File: config.mk
export PLATFORM = sky130hd
export DESIGN_NAME = posting_block_structure_check_unit
export DESIGN_NICKNAME = d
export VERILOG_FILES = /design/src/rtl/core/pbsc_pkg.sv /design/src/rtl/core/posting_block_structure_check_unit.sv
export SDC_FILE = /design/constraint.sdc
export NUM_CORES = 1
export LEC_CHECK = 0
export BUFFER_PORTS_ARGS = -buffer_cell sky130_fd_sc_hd__buf_4
export CORE_UTILIZATION = 60
export CTS_BUF_LIST = sky130_fd_sc_hd__clkbuf_16
export DETAILED_ROUTE_END_ITERATION = 7
export PLACE_DENSITY_LB_ADDON = 0.05
export REMOVE_ABC_BUFFERS = 1
export SLEW_MARGIN = 20
export SYNTH_ARGS = -nofsm -noshare
export SYNTH_HDL_FRONTEND = slang
export SYNTH_SLANG_ARGS = --single-unit
File: constraint.sdc
create_clock -name clk -period 19.7 [get_ports clk]
set_input_delay 0.985 -clock clk [delete_from_list [all_inputs] [get_ports clk]]
set_output_delay 0.985 -clock clk [all_outputs]
set_load 0.05 [all_outputs]
File: src/rtl/core/pbsc_pkg.sv
// ----------------------------------------------------------------------------
// pbsc_pkg - shared types and constants for the posting block structure check
// Item layouts, status and format codes, adaptive tag values.
// ----------------------------------------------------------------------------
`default_nettype none

package pbsc_pkg;

  localparam int BLOCK_SIZE_DEF = 256;

  localparam int BYTE_W   = 8;
  localparam int COUNT_W  = 10;
  localparam int STATUS_W = 4;
  localparam int TOTAL_W  = 11;
  localparam int FMT_W    = 2;

  // block_format register codes
  localparam logic [FMT_W-1:0] FMT_ADAPTIVE = 2'd0;
  localparam logic [FMT_W-1:0] FMT_LEGACY   = 2'd1;
  localparam logic [FMT_W-1:0] FMT_FIXED    = 2'd2;
  localparam logic [FMT_W-1:0] FMT_UNKNOWN  = 2'd3;

  // status codes
  localparam logic [STATUS_W-1:0] ST_OK          = 4'd0;
  localparam logic [STATUS_W-1:0] ST_BAD_COUNT   = 4'd1;
  localparam logic [STATUS_W-1:0] ST_UNK_FORMAT  = 4'd2;
  localparam logic [STATUS_W-1:0] ST_TRUNC_HDR   = 4'd3;
  localparam logic [STATUS_W-1:0] ST_TRUNC_PAY   = 4'd4;
  localparam logic [STATUS_W-1:0] ST_TRUNC_CTL   = 4'd5;
  localparam logic [STATUS_W-1:0] ST_BAD_TAG     = 4'd6;
  localparam logic [STATUS_W-1:0] ST_VINT_OVF    = 4'd7;
  localparam logic [STATUS_W-1:0] ST_BAD_EXC_POS = 4'd8;
  localparam logic [STATUS_W-1:0] ST_PATCH_OVF   = 4'd9;
  localparam logic [STATUS_W-1:0] ST_TRAILING    = 4'd10;
  localparam logic [STATUS_W-1:0] ST_BOUND       = 4'd11;

  // adaptive tag values
  localparam logic [BYTE_W-1:0] TAG_BITPACK_MAX = 8'd32;
  localparam logic [BYTE_W-1:0] TAG_CONST_MIN   = 8'd33;
  localparam logic [BYTE_W-1:0] TAG_CONST_MAX   = 8'd35;
  localparam logic [BYTE_W-1:0] TAG_SVB         = 8'd36;
  localparam logic [BYTE_W-1:0] TAG_PFOR        = 8'd37;

  localparam int VINT_LAST_GROUP = 4;

  typedef struct packed {
    logic [BYTE_W-1:0]  data_byte;
    logic [COUNT_W-1:0] block_count;
    logic               last;
    logic               no_data;
  } in_item_t;

  typedef struct packed {
    logic [STATUS_W-1:0] status;
    logic [TOTAL_W-1:0]  byte_total;
  } out_item_t;

  // StreamVByte payload length of one 2-bit control code
  function automatic logic [2:0] code_len(input logic [1:0] code);
    logic [2:0] len;
    case (code)
      2'd0:    len = 3'd0;
      2'd1:    len = 3'd1;
      2'd2:    len = 3'd2;
      default: len = 3'd4;
    endcase
    return len;
  endfunction

endpackage

`default_nettype wire

File: src/rtl/core/posting_block_structure_check_unit.sv
// One block byte is taken per transfer and a new item can be accepted every
// cycle while input is not stalled: each item sits in the input register,
// where the parse step for that byte runs, and the verdict of a block's last
// item is then registered into the output register. No result is made for
// other items. A finished result waiting on out_ready stalls input only when
// the item in the input register is itself a last item.
// ----------------------------------------------------------------------------
// posting_block_structure_check_unit - compressed posting block validator
// Walks fixed StreamVByte and adaptive (bit-pack, constant, StreamVByte,
// patched FOR) block layouts byte by byte and reports the first error.
// ----------------------------------------------------------------------------
`default_nettype none

module posting_block_structure_check_unit
  import pbsc_pkg::*;
#(
  parameter int BLOCK_SIZE = BLOCK_SIZE_DEF
) (
  input  wire logic        clk,
  input  wire logic        rst_n,
  input  wire logic        in_valid,
  output logic             in_ready,
  input  wire in_item_t    in_data,
  output logic             out_valid,
  input  wire logic        out_ready,
  output out_item_t        out_data,
  input  wire logic        psel,
  input  wire logic        penable,
  input  wire logic        pwrite,
  input  wire logic [2:0]  paddr,
  input  wire logic [31:0] pwdata,
  output logic [31:0]      prdata,
  output logic             pready
);

  localparam int BOUND    = 1 + (BLOCK_SIZE + 3) / 4 + 4 * BLOCK_SIZE;
  localparam int SAT      = (BOUND + 1 > 2047) ? BOUND + 1 : 2047;
  localparam int CNT_W    = $clog2(SAT + 1);
  localparam int SKIP_MAX = (4 * BLOCK_SIZE > 255) ? 4 * BLOCK_SIZE : 255;
  localparam int SKIP_W   = $clog2(SKIP_MAX + 1);
  localparam int CTL_W    = $clog2((BLOCK_SIZE + 3) / 4 + 1);
  localparam int LPOS_W   = BYTE_W + 1;

  localparam logic [COUNT_W:0]  BS_L      = (COUNT_W + 1)'(BLOCK_SIZE);
  localparam logic [CNT_W-1:0]  SAT_L     = CNT_W'(SAT);
  localparam logic [CNT_W-1:0]  BOUND_L   = CNT_W'(BOUND);
  localparam logic [CNT_W-1:0]  TOT_MAX_L = CNT_W'(2047);

  typedef enum logic [3:0] {
    PH_START,
    PH_TAG,
    PH_TOKEN,
    PH_VINT,
    PH_POS,
    PH_PATCH,
    PH_CONTROLS,
    PH_SKIP,
    PH_DONE
  } phase_t;

  // configuration
  logic [FMT_W-1:0] block_format_r;

  // input register
  logic     s1_valid_r;
  in_item_t s1_r;
  logic     s1_go;

  // block state
  phase_t              phase_r, phase_nxt;
  logic [CNT_W-1:0]    bytes_r, bytes_nxt;
  logic [SKIP_W-1:0]   skip_r, skip_nxt;
  logic [4:0]          bw_r, bw_nxt;
  logic [2:0]          exc_r, exc_nxt;
  logic [LPOS_W-1:0]   lpos_r, lpos_nxt;
  logic [2:0]          vg_r, vg_nxt;
  logic [CTL_W-1:0]    ctl_r, ctl_nxt;
  logic [SKIP_W-1:0]   psum_r, psum_nxt;
  logic [STATUS_W-1:0] ferr_r, ferr_nxt;
  logic [COUNT_W-1:0]  held_r, held_nxt;

  // output register
  logic      out_valid_r;
  out_item_t out_r, out_nxt;

  // parse step temporaries
  logic [BYTE_W-1:0]   b;
  logic [5:0]          mul_op;
  logic [15:0]         prod;
  logic [16:0]         prod_rnd;
  logic                do_skip;
  logic [SKIP_W-1:0]   skip_n;
  logic [COUNT_W:0]    ctl_init;
  logic [2:0]          fields;
  logic [4:0]          ctl_sum;
  logic [BYTE_W-1:0]   pos;
  logic [39:0]         patch_sh;
  logic [STATUS_W-1:0] st;

  assign pready = 1'b1;
  assign prdata = (paddr[2] == 1'b0) ? {{(32 - FMT_W){1'b0}}, block_format_r} : 32'd0;

  always_ff @(posedge clk) begin
    if (!rst_n) begin
      block_format_r <= FMT_ADAPTIVE;
    end else if (psel && penable && pwrite && pready && paddr[2] == 1'b0) begin
      block_format_r <= pwdata[FMT_W-1:0];
    end
  end

  // a last item needs the output slot free (or freeing) to move on
  assign s1_go    = s1_valid_r && (!s1_r.last || !out_valid_r || out_ready);
  assign in_ready = !s1_valid_r || s1_go;

  assign b        = s1_r.data_byte;
  assign mul_op   = (phase_nxt == PH_TAG) ? b[5:0] : {1'b0, b[4:0]};

  always_comb begin
    // block start: sample the count, pick the entry phase
    if (phase_r == PH_START) begin
      held_nxt = s1_r.block_count;
      bytes_nxt = '0;
      skip_nxt = '0;
      bw_nxt = '0;
      exc_nxt = '0;
      lpos_nxt = '0;
      vg_nxt = '0;
      psum_nxt = '0;
      ferr_nxt = ST_OK;
      if (held_nxt == '0 || {1'b0, held_nxt} > BS_L) begin
        ferr_nxt = ST_BAD_COUNT;
      end else if (block_format_r == FMT_UNKNOWN) begin
        ferr_nxt = ST_UNK_FORMAT;
      end
      ctl_init = ({1'b0, held_nxt} + (COUNT_W + 1)'(3)) >> 2;
      if (block_format_r == FMT_FIXED) begin
        ctl_nxt = CTL_W'(ctl_init);
        phase_nxt = PH_CONTROLS;
      end else begin
        ctl_nxt = '0;
        phase_nxt = PH_TAG;
      end
    end else begin
      held_nxt = held_r;
      bytes_nxt = bytes_r;
      skip_nxt = skip_r;
      bw_nxt = bw_r;
      exc_nxt = exc_r;
      lpos_nxt = lpos_r;
      vg_nxt = vg_r;
      psum_nxt = psum_r;
      ferr_nxt = ferr_r;
      ctl_nxt = ctl_r;
      phase_nxt = phase_r;
      ctl_init = '0;
    end
  end

  assign prod     = 16'(held_nxt * mul_op);
  assign prod_rnd = {1'b0, prod} + 17'd7;
  assign pos      = skip_nxt[BYTE_W-1:0];
  assign patch_sh = {32'd0, b} << bw_nxt;

  // parse one byte
  phase_t              ph_c;
  logic [CNT_W-1:0]    bytes_c;
  logic [SKIP_W-1:0]   skip_c;
  logic [4:0]          bw_c;
  logic [2:0]          exc_c;
  logic [LPOS_W-1:0]   lpos_c;
  logic [2:0]          vg_c;
  logic [CTL_W-1:0]    ctl_c;
  logic [SKIP_W-1:0]   psum_c;
  logic [STATUS_W-1:0] ferr_c;

  always_comb begin
    ph_c = phase_nxt;
    bytes_c = bytes_nxt;
    skip_c = skip_nxt;
    bw_c = bw_nxt;
    exc_c = exc_nxt;
    lpos_c = lpos_nxt;
    vg_c = vg_nxt;
    ctl_c = ctl_nxt;
    psum_c = psum_nxt;
    ferr_c = ferr_nxt;
    do_skip = 1'b0;
    skip_n = '0;
    fields = 3'd4;
    ctl_sum = '0;
    if (!s1_r.no_data) begin
      if (bytes_nxt < SAT_L) begin
        bytes_c = bytes_nxt + CNT_W'(1);
      end
      if (ferr_nxt == ST_OK) begin
        unique case (phase_nxt)
          PH_TAG: begin
            if (b <= TAG_BITPACK_MAX) begin
              do_skip = 1'b1;
              skip_n = SKIP_W'(prod_rnd >> 3);
            end else if (b <= TAG_CONST_MAX) begin
              do_skip = 1'b1;
              skip_n = SKIP_W'(3'd1 << (b[1:0] - TAG_CONST_MIN[1:0]));
            end else if (b == TAG_SVB) begin
              ctl_c = CTL_W'(({1'b0, held_nxt} + (COUNT_W + 1)'(3)) >> 2);
              psum_c = '0;
              ph_c = PH_CONTROLS;
            end else if (b == TAG_PFOR) begin
              ph_c = PH_TOKEN;
            end else begin
              ferr_c = ST_BAD_TAG;
            end
          end
          PH_TOKEN: begin
            bw_c = b[4:0];
            exc_c = b[7:5];
            lpos_c = '0;
            if (b[4:0] != 5'd0) begin
              do_skip = 1'b1;
              skip_n = SKIP_W'(prod_rnd >> 3);
            end else begin
              vg_c = '0;
              ph_c = PH_VINT;
            end
          end
          PH_VINT: begin
            if (vg_nxt >= 3'(VINT_LAST_GROUP) && b[7:4] != 4'd0) begin
              ferr_c = ST_VINT_OVF;
            end else if (!b[7]) begin
              do_skip = 1'b1;
            end else begin
              vg_c = vg_nxt + 3'd1;
            end
          end
          PH_POS: begin
            skip_c = SKIP_W'(b);
            ph_c = PH_PATCH;
          end
          PH_PATCH: begin
            if (!({2'b00, pos} < held_nxt && {1'b0, pos} >= lpos_nxt)) begin
              ferr_c = ST_BAD_EXC_POS;
            end else if (b == '0 || patch_sh[39:32] != 8'd0) begin
              ferr_c = ST_PATCH_OVF;
            end else begin
              lpos_c = {1'b0, pos} + LPOS_W'(1);
              exc_c = exc_nxt - 3'd1;
              do_skip = 1'b1;
            end
          end
          PH_CONTROLS: begin
            // final control byte may hold fewer than four codes
            if (ctl_nxt == CTL_W'(1)) begin
              fields = {1'b0, held_nxt[1:0] - 2'd1} + 3'd1;
            end
            for (int i = 0; i < 4; i++) begin
              if (3'(i) < fields) begin
                ctl_sum = ctl_sum + {2'b00, code_len(b[2*i +: 2])};
              end
            end
            psum_c = psum_nxt + SKIP_W'(ctl_sum);
            ctl_c = ctl_nxt - CTL_W'(1);
            if (ctl_c == '0) begin
              do_skip = 1'b1;
              skip_n = psum_c;
            end
          end
          PH_SKIP: begin
            skip_c = skip_nxt - SKIP_W'(1);
            if (skip_c == '0) begin
              do_skip = 1'b1;
            end
          end
          default: begin
            ferr_c = ST_TRAILING;
          end
        endcase
        if (do_skip) begin
          if (skip_n == '0) begin
            ph_c = (exc_c != 3'd0) ? PH_POS : PH_DONE;
          end else begin
            skip_c = skip_n;
            ph_c = PH_SKIP;
          end
        end
      end
    end

    // verdict on the last item
    st = ferr_c;
    if (st == ST_OK) begin
      if (ph_c == PH_CONTROLS) begin
        st = ST_TRUNC_CTL;
      end else if (ph_c == PH_SKIP) begin
        st = ST_TRUNC_PAY;
      end else if (ph_c != PH_DONE) begin
        st = ST_TRUNC_HDR;
      end else if (bytes_c > BOUND_L) begin
        st = ST_BOUND;
      end
    end
    out_nxt.status = st;
    out_nxt.byte_total = TOTAL_W'((bytes_c > TOT_MAX_L) ? TOT_MAX_L : bytes_c);
  end

  always_ff @(posedge clk) begin
    if (!rst_n) begin
      s1_valid_r <= 1'b0;
      phase_r <= PH_START;
      out_valid_r <= 1'b0;
    end else begin
      if (in_ready) begin
        s1_valid_r <= in_valid;
      end
      if (in_ready && in_valid) begin
        s1_r <= in_data;
      end
      if (s1_go) begin
        phase_r <= s1_r.last ? PH_START : ph_c;
        bytes_r <= bytes_c;
        skip_r <= skip_c;
        bw_r <= bw_c;
        exc_r <= exc_c;
        lpos_r <= lpos_c;
        vg_r <= vg_c;
        ctl_r <= ctl_c;
        psum_r <= psum_c;
        ferr_r <= ferr_c;
        held_r <= held_nxt;
      end
      if (s1_go && s1_r.last) begin
        out_valid_r <= 1'b1;
        out_r <= out_nxt;
      end else if (out_ready) begin
        out_valid_r <= 1'b0;
      end
    end
  end

  assign out_valid = out_valid_r;
  assign out_data  = out_r;

`ifndef NO_ASSERTIONS
  a_last_gives_result: assert property (@(posedge clk) disable iff (!rst_n)
    (s1_go && s1_r.last) |=> out_valid_r)
    else $error("last item did not produce a result");

  a_status_range: assert property (@(posedge clk) disable iff (!rst_n)
    out_valid_r |-> (out_r.status <= ST_BOUND))
    else $error("status code out of range");

  a_first_error_sticks: assert property (@(posedge clk) disable iff (!rst_n)
    (phase_r != PH_START && ferr_r != ST_OK) |=> (ferr_r == $past(ferr_r)))
    else $error("latched error changed inside a block");

  a_skip_nonzero: assert property (@(posedge clk) disable iff (!rst_n)
    (phase_r == PH_SKIP) |-> (skip_r != '0))
    else $error("skip phase with nothing left to skip");

  a_vint_groups: assert property (@(posedge clk) disable iff (!rst_n)
    (phase_r == PH_VINT) |-> (vg_r <= 3'(VINT_LAST_GROUP)))
    else $error("base vint longer than five bytes");
`endif

endmodule

`default_nettype wire

; ---- Word level (Yosys, flattened, before mapping)
; Index checks and enable logic that the tools add are counted.
[op_classes]
add_sub_neg = 16
mul = 1
n_lt_le_gt_ge = 13
eq_ne = 23
n_shift = 2
muxes = 141
n_bitwise = 1
reduce_logical = 37
[ops]
columns = op, n
row1 = 11-bit 2-to-1 mux, 20
row2 = 4-bit 2-to-1 mux, 28
row3 = 5-bit 2-to-1 mux, 19
row4 = 3-bit 2-to-1 mux, 31
row5 = 7-bit 2-to-1 mux, 7
row6 = 9-bit 2-to-1 mux, 5
row7 = 11-bit one-hot mux with 2 select lines, 2
row8 = 8-bit by 5-bit left shift with 40-bit output, 1
row9 = 3-bit one-hot mux with 3 select lines, 4
row10 = 11-bit one-hot mux with 3 select lines, 1
row11 = 4-bit by 3-bit == test with 1-bit output (second input constant), 6
row12 = 11-bit > comparator (second input constant), 2
row13 = 11-bit logical NOT, 2
row14 = 9-bit by 2-bit adder with 9-bit output (second input constant), 2
row15 = 9-bit one-hot mux with 2 select lines, 1
row16 = 8-bit by 6-bit == test with 1-bit output (second input constant), 2
row17 = 8-bit by 6-bit <= comparator with 1-bit output (second input constant), 2
row18 = 4-bit one-hot mux with 4 select lines, 1
row19 = 5-bit by 3-bit adder with 5-bit output, 3
row20 = 14-bit by 3-bit adder with 14-bit output (second input constant), 1
row21 = 10-bit by 6-bit multiplier with 14-bit output, 1
row22 = 7-bit one-hot mux with 2 select lines, 1
row23 = 1-bit 2-to-1 mux, 13
row24 = 2-bit == test (second input constant), 6
row25 = 44 further kinds, 73
[word_totals]
ff_bits = 117
input_bits = 62
out_inout_bits = 50
word_cells = 254

; ---- Logic depth before layout (Yosys ltp)
[depth]
word_depth = 43
depth_mapped = 40
mapped_depth_nobuf = 32

; ---- Worst setup path after synthesis
; Ideal clock, no wire load.
[synth_timing]
path_type = register to register
from = reg phase_r[0]
to = reg out_r, in the netlist out_data[11], data pin
setup_ns = 0.272
arrival_ns = 7.842
required_time_ns = 19.428
path_slack_ns = 11.586
path_stages_with_launch = 37
path_buffers = 8
synth_period_minus_slack_ns = 8.114
path_cell_list = dfxtp_1 > or4_1 > buf_2 > buf_2 > clkbuf_1 > buf_1 > clkbuf_1 > clkbuf_1 > clkbuf_1 > a22oi_1 > ha_1 > and3_1 > clkbuf_1 > nand2_1 > mux2_2 > ha_1 > inv_1 > fa_1 > mux2_2 > inv_1 > ha_1 > a21o_1 > a21oi_1 > xnor2_1 > xnor2_1 > o21ai_0 > ha_1 > inv_1 > o21bai_1 > a21oi_1 > xor2_1 > o41ai_1 > a41o_1 > nor3b_4 > a31oi_1 > a2111oi_1 > o31ai_1
[synth_lines]
columns = element, line_no
row1 = "start, declared", posting_block_structure_check_unit.sv:70  ; phase_t phase_r, phase_nxt;
row2 = "start signal, assigned", posting_block_structure_check_unit.sv:318  ; phase_r <= s1_r.last ? PH_START : ph_c;
row3 = "end signal, assigned", posting_block_structure_check_unit.sv:332  ; out_r <= out_nxt;
row4 = "end, declared", posting_block_structure_check_unit.sv:84  ; out_item_t out_r, out_nxt;

==> key figures <==
Outcome
  – Status: completed

Die
  – Die Wd: 135.6 um
  – Io pins: 112
  – Core box area: 0.01736 mm2
  – Die area: 0.01840 mm2
  – Die span in y: 135.6 um
  – Starting Density: 61.74%
  – Cell Rows: 48

Power and ir drop
  – Maximum vdd ir drop: 0.00008515 V
  – Tot Pwr: 962.0 uW
  – Pwr per Cell Area: 82.24 mW/mm2
  – Leak: 0.004833 uW

Clock network
  – Setup Buffers After CTS: 0
  – Post-CTS sizing: 0
  – CTS clk-pin slew, worst paths: 0.06 ns
  – Clk root buf: clkbuf_16
  – Post-CTS Hold Fix Bufs: 0
  – CTS Buffer Depth: 2
  – CTS sink cnt: 117
  – H-tree levels: 4
  – Num CTS Buffers: 17
  – CTS tree: built
  – Worst-Skew Late Latency: 0.42 ns

Critical path
  – Worst Setup Start Kind: flop
  – Required @ worst endpoint: 19.85 ns
  – Worst R2R Start: phase_r[1]$_SDFFE_PN0P_
  – Crit path DAT: 9.82 ns
  – CP max stage cell: or4_2
  – CP Capture Type: flop
  – Worst R2R Setup Slack: 10.03 ns
  – Depth of the most critical reg-to-reg path: 30
  – Reg2Reg Capture Point: out_data[12]$_DFFE_PP_
  – Crit Path Class: reg2reg
  – CP Max Fanout: 66
  – Crit-path max cell delay: 1.02 ns

GRT
  – First-pass GRT wire length: 45.52 mm
  – Vias in the first global route: 8820
  – Met3 GRT Util: 5.612%
  – Met2 usage: 50.57%
  – Global Route Usage Sum: 32.15%
  – Met1 GRT Util: 43.73%
  – Busiest grt layer: met2
  – GRT Residual Overflow: 0
  – Antenna violations before repair: 0
  – Largest net degree at the start of global routing: 75

Synthesis
  – Register bit count reported by yosys: 117
  – Syn Inst Count: 1219
  – Main combinational cell family by area after synthesis: simple AND/OR/NAND/NOR gates
  – Post-synth top area share: 30.55%
  – Top post-synthesis cells by area: edfxtp_1, ha_1, fa_1, nand2_1, nor2_1
  – Post-synth EDFFs: 109
  – Xor and xnor fraction of the mapped netlist area: 4.005%
  – Sequential share of the synthesized area: 32.04%
  – Simple-gate portion of the synthesized area: 21.79%
  – Post-synthesis mux area share: 2.265%
  – FFs w/ async S/R, synth: 0%
  – Adder-Cell Fraction of Synth Area: 14.48%
  – Synth cell types: 84
  – Mean Syn Cell Area: 8.790 um2
  – Yosys warns: 0
  – Compound-Gate Fraction of Synth Area: 18.26%
  – Yosys top cell by area: edfxtp_1
  – Synthesized area: 0.01072 mm2
  – Top FF cell, synth: edfxtp_1

STA
  – Crit path time final: 9.674 ns
  – Slew of the pin with the lowest slew margin: 1.123 ns
  – Slew headroom: 24.65%
  – Fin crit share: 49.11%
  – Setup TNS: 0 ns
  – RSZ-0062 raised after global routing: false
  – Hold_ws: 0.5888 ns
  – Fmax: 103.4 MHz
  – Final hold vios: 0
  – Setup Viol. Count Final: 0
  – Clock Skew: 0.01239 ns
  – Fin. max-slew vios: 0

Finish
  – Multi-input gate area: 0.006655 mm2
  – Nets: 1399
  – Inserted Diodes: 0
  – Most common cell after layout, fill and taps aside: nand2_1
  – Layout area overhead: 9.167%
  – Layout cells sized above 1: 10.02%
  – Non-Filler Instances: 1472
  – Core Util, Final: 67.39%
  – Fillers: 1427
  – Most frequent cells in the layout: nand2_1, edfxtp_1, nor2_1
  – Storage element area: 0.003433 mm2

Route
  – Vias per std cell: 6.367
  – DRC viols: 0
  – DRT Wirelength: 28.49 mm
  – Iter 0 DRT Violations: 821
  – DR pass1 iterations: 5
  – Wirelength per Cell: 19.35 um
  – Detail Route Antenna Nets: 0
  – Vias: 9372

Placement
  – Number of port buffers: 48
  – Post-Place Cells: 1440
  – DPL Wire Length: 20.11 mm
  – Final GP Congestion: 0.9539

Worst hold path
  – HP Start: s1_valid_r$_SDFFE_PN0N_
  – Hold depth: 2
  – Hold path endpoint: out_valid$_SDFFE_PN0P_
  – Tightest Hold Check Type: reg2reg

Job
  – Max cap viols: 0
## how the worst max path moves through the flow
stage,from,slack (ns),endpoint,cells past startpoint
floorplan,phase_r[3]$_SDFFE_PN0P_,9.89,out_data[11]$_DFFE_PP_,28
global placement,phase_r[1]$_SDFFE_PN0P_,10.29,out_data[11]$_DFFE_PP_,30
detailed placement,phase_r[1]$_SDFFE_PN0P_,10.20,out_data[11]$_DFFE_PP_,30
CTS,phase_r[1]$_SDFFE_PN0P_,10.15,out_data[12]$_DFFE_PP_,30
global route,phase_r[1]$_SDFFE_PN0P_,9.50,out_data[12]$_DFFE_PP_,31
finish,phase_r[1]$_SDFFE_PN0P_,10.03,out_data[12]$_DFFE_PP_,30
## state kept, by name, summed over array words and instances, names as in the netlist, 3 cells and up
signal and count:
s1_r 12, exc_r 3, psum_r 11, skip_r 11, out_data 15, b 8
held_r 10, phase_r 4, bw_r 5, bytes_r 11, ferr_r 4, lpos_r 9
vg_r 3, ctl_r 7
## cell type report
| type | count | area share, % |
|---|---|---|
| Clock buffer | 17 | 3.637 |
| Timing Repair Buffer | 59 | 3.786 |
| Inverter | 78 | 2.503 |
| Clock inverter | 15 | 1.423 |
| Multi-Input combinational cell | 961 | 56.89 |
| Sequential cell | 117 | 29.35 |
| Tap cell | 225 | 2.407 |
## critical path, delay by kind of cell, from the launching register on
kind                       cells  cell delay [ns]
adders and majority gates      4             1.19
muxes                          2             0.68
and+or+nand+nor                6             2.72
buffers and inverters          4             0.67
AOI/OAI and AO/OA             11             3.05
DFF                            1             0.54
xor gates and xnor gates       3             0.49
## through the flow
stage | cell area [um2] | worst slack, ns
global placement | 11100 | 10.29
detailed placement | 11110 | 10.20
global route | 11700 | 9.505
CTS | 11700 | 10.15
floorplan | 10360 | 9.887
finish | 11700 | 10.03
## power breakdown
part           switching [uW]  internal [uW]  leakage, uW  total, uW
combinational             226            131      0.00346        357
sequential               9.88            282      0.00109        292
clock                     124            189     0.000287        313
## logic make-up (layout without fill, tap and decap cells)
logic type | after synthesis | count (layout)
adder cells (fa/ha/maj) | 103 | 103
flip-flops | 117 | 117
buffers and inverters | 170 | 169
other | 2 | 31
multiplexers | 23 | 23
AO/OA/AOI/OAI | 288 | 288
XOR/XNOR | 49 | 49
AND/OR/NAND/NOR | 467 | 467
## per-layer routing
layer,part of all wire [%],vias up
met2,46,426
li1,-,4401
met4,2.9,0
met3,7.1,62
met5,0,-
met1,44,4483
## cell usage after synthesis (27+ instances only)
cell      count
a21oi_1      64
and2_1       39
o21ai_0      64
fa_1         35
xnor2_1      30
nand2_1     151
buf_4        31
nor3_1       27
nor2_1       94
edfxtp_1    109
ha_1         68
nand3_1      28
inv_1        76
clkbuf_1     49
Power figures use the tool's default switching activity.
